--- config.mk ---
export PLATFORM = sky130hd
export DESIGN_NAME = jtag_nibble_rle_encoder_top
export DESIGN_NICKNAME = d
export VERILOG_FILES = /design/src/design/jnre_pkg.sv /design/src/design/jtag_nibble_rle_encoder_top.sv /design/src/design/jnre_ctrl.sv /design/src/design/jnre_datapath.sv
export SDC_FILE = /design/constraint.sdc
export NUM_CORES = 1
export LEC_CHECK = 0
export ABC_AREA = 1
export ABC_CLOCK_PERIOD_IN_PS = 6600
export BUFFER_PORTS_ARGS = -buffer_cell sky130_fd_sc_hd__buf_2
export CAP_MARGIN = 20
export CORE_MARGIN = 4
export CORE_UTILIZATION = 50
export CTS_CLUSTER_SIZE = 20
export DETAILED_ROUTE_END_ITERATION = 16
export PLACE_DENSITY = 0.72
export SETUP_SLACK_MARGIN = 0.05
export SYNTH_ARGS = -nofsm -noshare
export SYNTH_HDL_FRONTEND = slang
export SYNTH_SLANG_ARGS = --single-unit
--- constraint.sdc ---
create_clock -name clk -period 6.6 [get_ports clk]
set_input_delay 0.66 -clock clk [delete_from_list [all_inputs] [get_ports clk]]
set_output_delay 0.66 -clock clk [all_outputs]
set_load 0.005 [all_outputs]
--- src/design/jnre_pkg.sv ---
// Shared constants and control/status types for the JTAG nibble run-length encoder.
package jnre_pkg;

  localparam int MAX_RUN_DEFAULT = 1024;

  localparam logic [1:0] CMD_CLOCK = 2'd0;
  localparam logic [1:0] CMD_RESET = 2'd1;
  localparam logic [1:0] CMD_DRAIN = 2'd2;

  localparam logic [3:0] CODE_FLUSH = 4'hA;
  localparam logic [3:0] CODE_REP   = 4'hC;
  localparam logic [3:0] CODE_RST   = 4'h8;

  typedef struct packed {
    logic load;
    logic push;
  } ctrl_cmd_t;

  typedef struct packed {
    logic total_zero;
    logic rem_last;
    logic push_ok;
  } dp_status_t;

endpackage

--- src/design/jtag_nibble_rle_encoder_top.sv ---
// Top level of the JTAG nibble run-length encoder.
// An item that writes no nibble leaves the sequencer idle; otherwise input stalls while it pushes its N nibbles,
// where N is its nibble count (at most 3 + digits of MAX_RUN - 1 in base 4, so 8 by default).
// The first byte of an item is written to the output register by the push that completes it;
// output stalls hold the sequencer while that register is full and the next push would complete a byte.
// Synchronous reset clears the run, the half byte and the output register; no clearing pass.
module jtag_nibble_rle_encoder_top #(
  parameter int MAX_RUN = jnre_pkg::MAX_RUN_DEFAULT
) (
  input  logic       clk,
  input  logic       rst,
  input  logic       in_valid,
  output logic       in_stall,
  input  logic [1:0] cmd,
  input  logic       tms,
  input  logic       tdi,
  input  logic       capture,
  input  logic       srst,
  output logic       out_valid,
  input  logic       out_stall,
  output logic [7:0] out_byte,
  output logic       packet_end,
  output logic       last
);

  jnre_pkg::ctrl_cmd_t  ctrl_cmd;
  jnre_pkg::dp_status_t dp_status;

  jnre_ctrl u_ctrl (
    .clk      (clk),
    .rst      (rst),
    .in_valid (in_valid),
    .in_stall (in_stall),
    .status   (dp_status),
    .cmd_out  (ctrl_cmd)
  );

  jnre_datapath #(
    .MAX_RUN (MAX_RUN)
  ) u_datapath (
    .clk        (clk),
    .rst        (rst),
    .cmd        (cmd),
    .tms        (tms),
    .tdi        (tdi),
    .capture    (capture),
    .srst       (srst),
    .cmd_in     (ctrl_cmd),
    .status     (dp_status),
    .out_valid  (out_valid),
    .out_stall  (out_stall),
    .out_byte   (out_byte),
    .packet_end (packet_end),
    .last       (last)
  );

endmodule

--- src/design/jnre_ctrl.sv ---
// Controller state machine that sequences the nibbles of one input item.
module jnre_ctrl (
  input  logic                 clk,
  input  logic                 rst,
  input  logic                 in_valid,
  output logic                 in_stall,
  input  jnre_pkg::dp_status_t status,
  output jnre_pkg::ctrl_cmd_t  cmd_out
);

  typedef enum logic [1:0] {
    ST_IDLE = 2'b01,
    ST_EMIT = 2'b10
  } state_t;

  state_t state;
  state_t state_next;

  always_comb begin
    state_next   = state;
    cmd_out.load = 1'b0;
    cmd_out.push = 1'b0;
    case (state)
      ST_IDLE: begin
        if (in_valid) begin
          cmd_out.load = 1'b1;
          if (!status.total_zero) begin
            state_next = ST_EMIT;
          end
        end
      end
      ST_EMIT: begin
        cmd_out.push = status.push_ok;
        if (status.push_ok && status.rem_last) begin
          state_next = ST_IDLE;
        end
      end
      default: begin
        state_next = ST_IDLE;
      end
    endcase
  end

  assign in_stall = (state != ST_IDLE);

  always_ff @(posedge clk) begin
    if (rst) begin
      state <= ST_IDLE;
    end else begin
      state <= state_next;
    end
  end

endmodule

--- src/design/jnre_datapath.sv ---
// Datapath with run tracking, repeat-digit generation, nibble packing and the output register.
module jnre_datapath #(
  parameter int MAX_RUN = jnre_pkg::MAX_RUN_DEFAULT
) (
  input  logic                 clk,
  input  logic                 rst,
  input  logic [1:0]           cmd,
  input  logic                 tms,
  input  logic                 tdi,
  input  logic                 capture,
  input  logic                 srst,
  input  jnre_pkg::ctrl_cmd_t  cmd_in,
  output jnre_pkg::dp_status_t status,
  output logic                 out_valid,
  input  logic                 out_stall,
  output logic [7:0]           out_byte,
  output logic                 packet_end,
  output logic                 last
);

  localparam int RUN_W  = $clog2(MAX_RUN + 1);
  localparam int DIGITS = ($clog2(MAX_RUN) + 1) / 2;
  localparam int CT_W   = 2 * DIGITS;
  localparam int REM_W  = $clog2(DIGITS + 4);

  logic [3:0]       held_code;
  logic [RUN_W-1:0] run_count;
  logic [3:0]       half_nibble;
  logic             half_valid;
  logic [3:0]       emit_code;
  logic             head_pend;
  logic [CT_W-1:0]  digits;
  logic [REM_W-1:0] rem;
  logic             item_flush;

  logic [3:0]       code;
  logic             is_add;
  logic             is_flush;
  logic             emit;
  logic [RUN_W-1:0] run_m1;
  logic [CT_W-1:0]  ct;
  logic [REM_W-1:0] run_nibs;
  logic [REM_W-1:0] flush_nibs;
  logic [REM_W-1:0] total;
  logic [3:0]       nib;
  logic             byte_done;

  function automatic logic [REM_W-1:0] digit_count(input logic [CT_W-1:0] v);
    logic [REM_W-1:0] n;
    n = '0;
    for (int i = 0; i < DIGITS; i++) begin
      if (v[2*i +: 2] != 2'b00) begin
        n = REM_W'(i + 1);
      end
    end
    return n;
  endfunction

  always_comb begin
    if (cmd == jnre_pkg::CMD_CLOCK) begin
      code = {1'b0, capture, tms, tdi};
    end else begin
      code = jnre_pkg::CODE_RST | {3'b000, srst};
    end
    is_add   = (cmd == jnre_pkg::CMD_CLOCK) || (cmd == jnre_pkg::CMD_RESET);
    is_flush = (cmd == jnre_pkg::CMD_DRAIN);
    run_m1   = run_count - RUN_W'(1);
    ct       = CT_W'(run_m1);
    emit     = (run_count != '0) &&
               (is_flush || (is_add && !((code == held_code) &&
                                         (run_count < RUN_W'(MAX_RUN)))));
    run_nibs = emit ? (REM_W'(1) + digit_count(ct)) : '0;
    if (!is_flush) begin
      flush_nibs = '0;
    end else if (half_valid == run_nibs[0]) begin
      flush_nibs = REM_W'(2);
    end else begin
      flush_nibs = REM_W'(1);
    end
    total = run_nibs + flush_nibs;
  end

  always_comb begin
    if (head_pend) begin
      nib = emit_code;
    end else if (digits != '0) begin
      nib = jnre_pkg::CODE_REP | {2'b00, digits[1:0]};
    end else begin
      nib = jnre_pkg::CODE_FLUSH;
    end
  end

  assign status.total_zero = (total == '0);
  assign status.rem_last   = (rem == REM_W'(1));
  assign status.push_ok    = !half_valid || !out_valid || !out_stall;
  assign byte_done         = cmd_in.push && half_valid;

  always_ff @(posedge clk) begin
    if (rst) begin
      held_code  <= '0;
      run_count  <= '0;
      half_valid <= 1'b0;
      head_pend  <= 1'b0;
      digits     <= '0;
      rem        <= '0;
      item_flush <= 1'b0;
      out_valid  <= 1'b0;
    end else begin
      if (cmd_in.load) begin
        head_pend  <= emit;
        emit_code  <= held_code;
        digits     <= emit ? ct : '0;
        rem        <= total;
        item_flush <= is_flush;
        if (is_flush) begin
          run_count <= '0;
        end else if (is_add) begin
          if ((code == held_code) && (run_count != '0) &&
              (run_count < RUN_W'(MAX_RUN))) begin
            run_count <= run_count + RUN_W'(1);
          end else begin
            held_code <= code;
            run_count <= RUN_W'(1);
          end
        end
      end
      if (cmd_in.push) begin
        rem <= rem - REM_W'(1);
        if (head_pend) begin
          head_pend <= 1'b0;
        end else if (digits != '0) begin
          digits <= digits >> 2;
        end
        if (!half_valid) begin
          half_nibble <= nib;
          half_valid  <= 1'b1;
        end else begin
          half_valid <= 1'b0;
        end
      end
      if (byte_done) begin
        out_valid  <= 1'b1;
        out_byte   <= {half_nibble, nib};
        last       <= (rem < REM_W'(3));
        packet_end <= item_flush && (rem < REM_W'(3));
      end else if (out_valid && !out_stall) begin
        out_valid <= 1'b0;
      end
    end
  end

endmodule
# Yosys cells after proc, flatten, opt, wreduce, memory -nomap -nowiden
# Index checks and enable logic that the tools add are counted.
dict set report totals {
  reg_bits 53
  output_inout_bits 12
  elab_cells 105
}
dict set report op_classes {
  n_addsub 5
  magnitude_cmp 2
  n_eq_ne 11
  n_mux 34
  bitwise 4
  n_reduce_logical 35
}
# op n
set ops {}
lappend ops {{$mux 10} 5}
lappend ops {{$mux 4} 10}
lappend ops {{$mux 11} 3}
lappend ops {{$reduce_bool 2->1} 8}
lappend ops {{$add 11x1->11 const B} 1}
lappend ops {{$lt 11x11->1 const B} 1}
lappend ops {{$reduce_bool 11->1} 1}
lappend ops {{$mux 1} 10}
lappend ops {{$reduce_bool 10->1} 1}
lappend ops {{$sub 10x1->10 const B} 1}
lappend ops {{$logic_and 1x1->1} 9}
lappend ops {{$mux 2} 4}
lappend ops {{$reduce_and 2->1} 3}
lappend ops {{$reduce_and 3->1} 2}
lappend ops {{$add 1x4->4 const A} 1}
lappend ops {{$add 4x4->4} 1}
lappend ops {{$eq 2x1->1 const B} 2}
lappend ops {{$eq 2x2->1 const B} 2}
lappend ops {{$eq 4x1->1 const B} 1}
lappend ops {{$eq 4x4->1} 1}
lappend ops {{$logic_not 1->1} 4}
lappend ops {{$logic_not 4->1} 1}
lappend ops {{$logic_or 1x1->1} 4}
lappend ops {{$lt 4x2->1 const B} 1}
lappend ops {{9 further kinds} 14}

# Logic depth before layout (Yosys ltp)
dict set report logic_depth {
  word_depth 17
  ltp_mapped 22
  ltp_nobuf 22
}

# By module
# Synthesis repeated with hierarchy kept, for this count alone.
dict set report unflattened {
  cells_unflattened 380
  hier_area_um2 2959.1
}
# module n_inst cells_per_inst area_each_um2
set by_module_without_submodules {}
lappend by_module_without_submodules {jnre_datapath 1 364 2851.5}
lappend by_module_without_submodules {jnre_ctrl 1 16 107.6}

# Worst setup path after synthesis
# No wires, ideal clock.
dict set report synth_timing {
  path_kind {input port to flip-flop}
  from {in cmd[1]}
  to {reg u_ctrl.state[1]}
  setup_time_ns 0.113
  t_arrival_ns 2.622
  setup_slack_ns 3.865
  cell_stages 18
  path_buffers 0
  path_cell_list {nor2_4 > nand2_1 > nand3b_1 > nand2_1 > nand4_1 > nand2_2 > nor2_4 > inv_2 > or2_1 > nand2_1 > a21oi_1 > fa_1 > inv_1 > nand3_2 > nor2_2 > nand2_2 > nand2_1 > nand2_1}
}
dict set report synth_between {
  elab_chain_len 16
  word_cells_on_any_way 19
}
# item line
set synth_rtl {}
lappend synth_rtl {{start: declaration} jtag_nibble_rle_encoder_top.sv:14} ;# input logic [1:0] cmd,
lappend synth_rtl {{$logic_not 2->1} {jnre_datapath.sv:60, jnre_datapath.sv:65}}
lappend synth_rtl {{$mux 4} jnre_datapath.sv:60} ;# if (cmd == jnre_pkg::CMD_CLOCK) begin
lappend synth_rtl {{$eq 4x4->1} jnre_datapath.sv:70} ;# (is_flush || (is_add && !((code == held_code) &&
lappend synth_rtl {{$logic_and 1x1->1} jnre_datapath.sv:70}
lappend synth_rtl {{$logic_not 1->1} jnre_datapath.sv:70}
lappend synth_rtl {{$logic_and 1x1->1} jnre_datapath.sv:70}
lappend synth_rtl {{$logic_or 1x1->1} jnre_datapath.sv:70}
lappend synth_rtl {{$logic_and 1x1->1} jnre_datapath.sv:69} ;# emit = (run_count != '0) &&
lappend synth_rtl {{$mux 4} jnre_datapath.sv:72} ;# run_nibs = emit ? (REM_W'(1) + digit_count(ct)) : '0;
lappend synth_rtl {{$eq 1x1->1} jnre_datapath.sv:75} ;# end else if (half_valid == run_nibs[0]) begin
lappend synth_rtl {{$mux 2} jnre_datapath.sv:75}
lappend synth_rtl {{$mux 4} jnre_datapath.sv:73} ;# if (!is_flush) begin
lappend synth_rtl {{$add 4x4->4 *} jnre_datapath.sv:80} ;# total = run_nibs + flush_nibs;
lappend synth_rtl {{$logic_not 4->1 *} jnre_datapath.sv:93} ;# assign status.total_zero = (total == '0);
lappend synth_rtl {{$ne 2x2->1 (no line) *} -}
lappend synth_rtl {{$reduce_and 3->1 (no line) *} -}
lappend synth_rtl {{end signal: assignment} jnre_ctrl.sv:50} ;# state <= state_next;
lappend synth_rtl {{end: declaration} jnre_ctrl.sv:16} ;# state_t state;
# Every way passes the cells marked *; elsewhere a longest branch is shown, timed or not.
# A chain may end at the register's enable or synchronous reset.

# Worst setup path after layout
dict set report layout_timing {
  from {reg u_datapath.run_count[0]}
  to {reg u_ctrl.state[1]}
}
dict set report layout_between {
  elab_chain_len 16
  word_cells_on_any_way 27
}
# item line
set layout_rtl {}
lappend layout_rtl {{start: declaration} jnre_datapath.sv:27} ;# logic [RUN_W-1:0] run_count;
lappend layout_rtl {{start signal: assignment} jnre_datapath.sv:120} ;# run_count <= run_count + RUN_W'(1);
lappend layout_rtl {{$sub 10x1->10} jnre_datapath.sv:67} ;# run_m1 = run_count - RUN_W'(1);
lappend layout_rtl {{$reduce_bool 2->1} jnre_datapath.sv:52} ;# if (v[2*i +: 2] != 2'b00) begin
lappend layout_rtl {{$mux 1} jnre_datapath.sv:52}
lappend layout_rtl {{$mux 4 (4 in a row)} jnre_datapath.sv:52}
lappend layout_rtl {{$add 1x4->4} jnre_datapath.sv:72}
lappend layout_rtl {{$mux 4 *} jnre_datapath.sv:72}
lappend layout_rtl {{$eq 1x1->1} jnre_datapath.sv:75}
lappend layout_rtl {{$mux 2} jnre_datapath.sv:75}
lappend layout_rtl {{$mux 4} jnre_datapath.sv:73}
lappend layout_rtl {{$add 4x4->4 *} jnre_datapath.sv:80}
lappend layout_rtl {{$logic_not 4->1 *} jnre_datapath.sv:93}
lappend layout_rtl {{$ne 2x2->1 (no line) *} -}
lappend layout_rtl {{$reduce_and 3->1 (no line) *} -}
# Marked as above.

==> flow_summary.json <==
{
  "area_delta_synth_final_pct": 9.265,
  "num_vias": 2413,
  "io_pins": 22,
  "path_cells": "inv_2, ha_1, nand2_2, o21ai_1, nor2_1, nand2_1, nand2_1, nand2_2, nor2_4, inv_2, or2_1, nand2_1, a21oi_1, fa_1, inv_1, nand3_2, nor2_2, nand2_2, nand2_1, nand2_1",
  "drc": 0,
  "drtIter0Drc": 112,
  "max-cap-violations": 0,
  "grt_max_degree": 24,
  "finalCritPeriodShare_pct": 46.48,
  "numPortBuffers": 21,
  "drt-pass1-iter-count": 4,
  "die_area_um2": 7031,
  "clkSinkCount": 53,
  "rsz0062_at_grt": "no",
  "power_frac_clock_pct": 29.1,
  "synth-simple-area-share_pct": 30.80,
  "hpwlAfterDp_mm": 4.636,
  "hold_depth": 0,
  "fin_nets": 409,
  "cp.arrival_ns": 3.29,
  "wl_met2_mm": 2.918,
  "slowest_stage": "fa_1",
  "routed_via_density": 5.212,
  "layout_commonest_cell": "nand2_1",
  "slowest_delay_ns": 0.50,
  "cts_tree": "done",
  "synth-compound-area-share_pct": 12.74,
  "core_um2": 5540,
  "chipHeight_um": 83.85,
  "r2r_cells": 20,
  "post_cts_buffers": 0,
  "syn_area_um2": 2877,
  "core.rowCount": 27,
  "routedWlPerCell_um": 13.02,
  "postSynthAreaPerCell_um2": 7.817,
  "mostFrequentLayoutCells": "nand2_1, dfxtp_1, nor2_1, inv_1, a21oi_1",
  "finalClockSkew_ns": 0.008541,
  "grtUsageTotal_pct": 17.46,
  "power_density_nw_per_um2": 216.5,
  "run_status": "finished, final reports clean",
  "diodes": 0,
  "cts_max_level": 2,
  "hp-class": "reg -> reg",
  "synthAdderAreaFrac_pct": 4.176,
  "crit_path_end_kind": "flop",
  "synth-xor-area-share_pct": 2.131,
  "ys_ff_latch": 53,
  "ys_warn_count": 0,
  "die_w_um": 83.85,
  "synth_fp_nets": 387,
  "clk_pin_slew_worst_paths_ns": 0.11,
  "hold_slack_ns": 0.4334,
  "cts_buffers": 5,
  "synth.distinct_cells": 41,
  "cp_max_fo": 7,
  "clockBufferDepth": 2,
  "vdd_drop_max_v": 0.0001500,
  "syn_inst": 368,
  "p_sw_w": 0.0002095,
  "synthTopCellsByArea": "dfxtp_1, edfxtp_1, nand2_1",
  "p_leak_nw": 1.308,
  "critical_path.most_common_cell": "nand2_1",
  "max_slew_margin_pct": 47.41,
  "final.setup.tns_ns": 0,
  "wl_met3_um": 198,
  "cts-resized-gates": 0,
  "synth_top_area_share_pct": 24.36,
  "antenna_left": 0,
  "fmax_ghz": 0.3259,
  "start_util_pct": 51.92,
  "start_kind": "flop",
  "globalplace.congestion": 0.8919,
  "drt-total-wl_mm": 6.028,
  "maxSlewViolCount": 0,
  "first_global_vias": 2187,
  "grt_pass1_wl_mm": 10.06,
  "setup_viol": 0,
  "yosysTopAreaCell": "dfxtp_1",
  "wl_met1_mm": 2.837,
  "p_comb_share_pct": 17.5,
  "synth_top_family_by_area": "simple AND/OR/NAND/NOR gates",
  "seqPwrFrac_pct": 53.4,
  "cp_data_required_time_ns": 6.82,
  "cts_root_buffer": "clkbuf_8",
  "grt_overflow_total": 0,
  "muxShareOfSynthArea_pct": 0.3480,
  "highest_layer": "met4",
  "drive_gt1_share_pct": 18.41,
  "antenna_found_initial": 0,
  "clock_latency_ns": 0.32,
  "hold_buffers": 0,
  "yosysSeqAreaShare_pct": 43.15,
  "finalHoldViolations": 0,
  "switching_share_pct": 30.78,
  "p_int_w": 0.0004710,
  "path_class": "reg -> reg",
  "worst_pin_slew_ns": 0.7870,
  "period_needed_ns": 3.068
}
-- power by group through the flow --
stage	Combinational, W	Sequential (W)	Clock (W)
finish	0.000119	0.000364	0.000198
detailed placement	0.000118	0.000371	0
CTS	0.000119	0.000363	0.000204
global route	0.000135	0.000365	0.000217
floorplan	0.0000923	0.000367	0
global placement	0.000116	0.000371	0
-- cells by family after synthesis --
group	after synthesis
buffers and inverters	50
AOI/OAI and AO/OA	65
muxes	1
DFF	53
xor gates and xnor gates	7
adders and majority gates	9
and+or+nand+nor	183
-- final cells by class --
type,count,area (um2)
timing repair buffer,21,105.1
inverter,44,167.7
fill,517,2397
clock buffer,5,68.82
tap,72,90.09
sequential,53,1241
multi-input combinational,265,1444
clock inverter,3,26.28
-- sequential cells by signal, indices dropped and copies added, names as in the netlist --
register / count
u_datapath.rem: 4
u_datapath.run_count: 11
u_datapath.head_pend: 1
u_datapath.out_byte: 8
u_datapath.digits: 10
u_datapath.item_flush: 1
u_datapath.half_nibble: 4
u_datapath.out_valid: 1
u_datapath.last: 1
u_datapath.packet_end: 1
u_ctrl.state: 2
u_datapath.half_valid: 1
u_datapath.emit_code: 4
u_datapath.held_code: 4
-- through the flow --
step | setup WS, ns | instances | cell area [um2] | power [W] | utilization (%)
global placement | 3.586 | 455 | 3048 | 0.0004867 | 55.01
detailed placement | 3.456 | 455 | 3048 | 0.0004892 | 55.01
finish | 3.532 | 463 | 3143 | 0.0006805 | 56.73
global route | 3.239 | 463 | 3143 | 0.0007165 | 56.73
CTS | 3.552 | 463 | 3143 | 0.0006864 | 56.73
floorplan | 3.865 | 368 | 2877 | 0.0004598 | -
-- critical path: cells and delay by family (launching register included) --
kind | cells | cell delay [ns]
AO/OA/AOI/OAI | 2 | 0.18
adder cells (fa/ha/maj) | 2 | 0.77
buffers and inverters | 3 | 0.29
flip-flops | 1 | 0.49
AND/OR/NAND/NOR | 13 | 1.26
-- Yosys cell counts, drive strengths merged --
master,instances
o21a,1
a211oi,1
o21ai,23
a21boi,1
nor4,2
or2,3
clkbuf,4
inv,43
o211ai,1
o22a,1
nor2,42
nand3,18
clkinv,1
ha,8
nand4,8
xor2,5
mux2i,1
dfxtp,35
nand3b,4
o22ai,1
buf,2
fa,1
a31oi,9
a21oi,25
o32ai,2
nor3,7
xnor2,2
edfxtp,18
nand2,99
-- layer usage --
layer | vias to the layer above | global-route usage, %
met2 | 40 | 29.65
li1 | 1267 | -
met5 | - | 0
met1 | 1099 | 22.18
met4 | 0 | 5.409
met3 | 7 | 3.653
-- path summary, 6_finish.rpt --
path                        startpoint  slack (ns)                     end
min          u_datapath.half_nibble[3]        0.43  u_datapath.out_byte[7]
max            u_datapath.run_count[0]        3.53         u_ctrl.state[1]
min reg2reg  u_datapath.half_nibble[3]        0.43  u_datapath.out_byte[7]
max reg2reg    u_datapath.run_count[0]        3.53         u_ctrl.state[1]
Note: power is estimated with default switching activity, not from simulation.
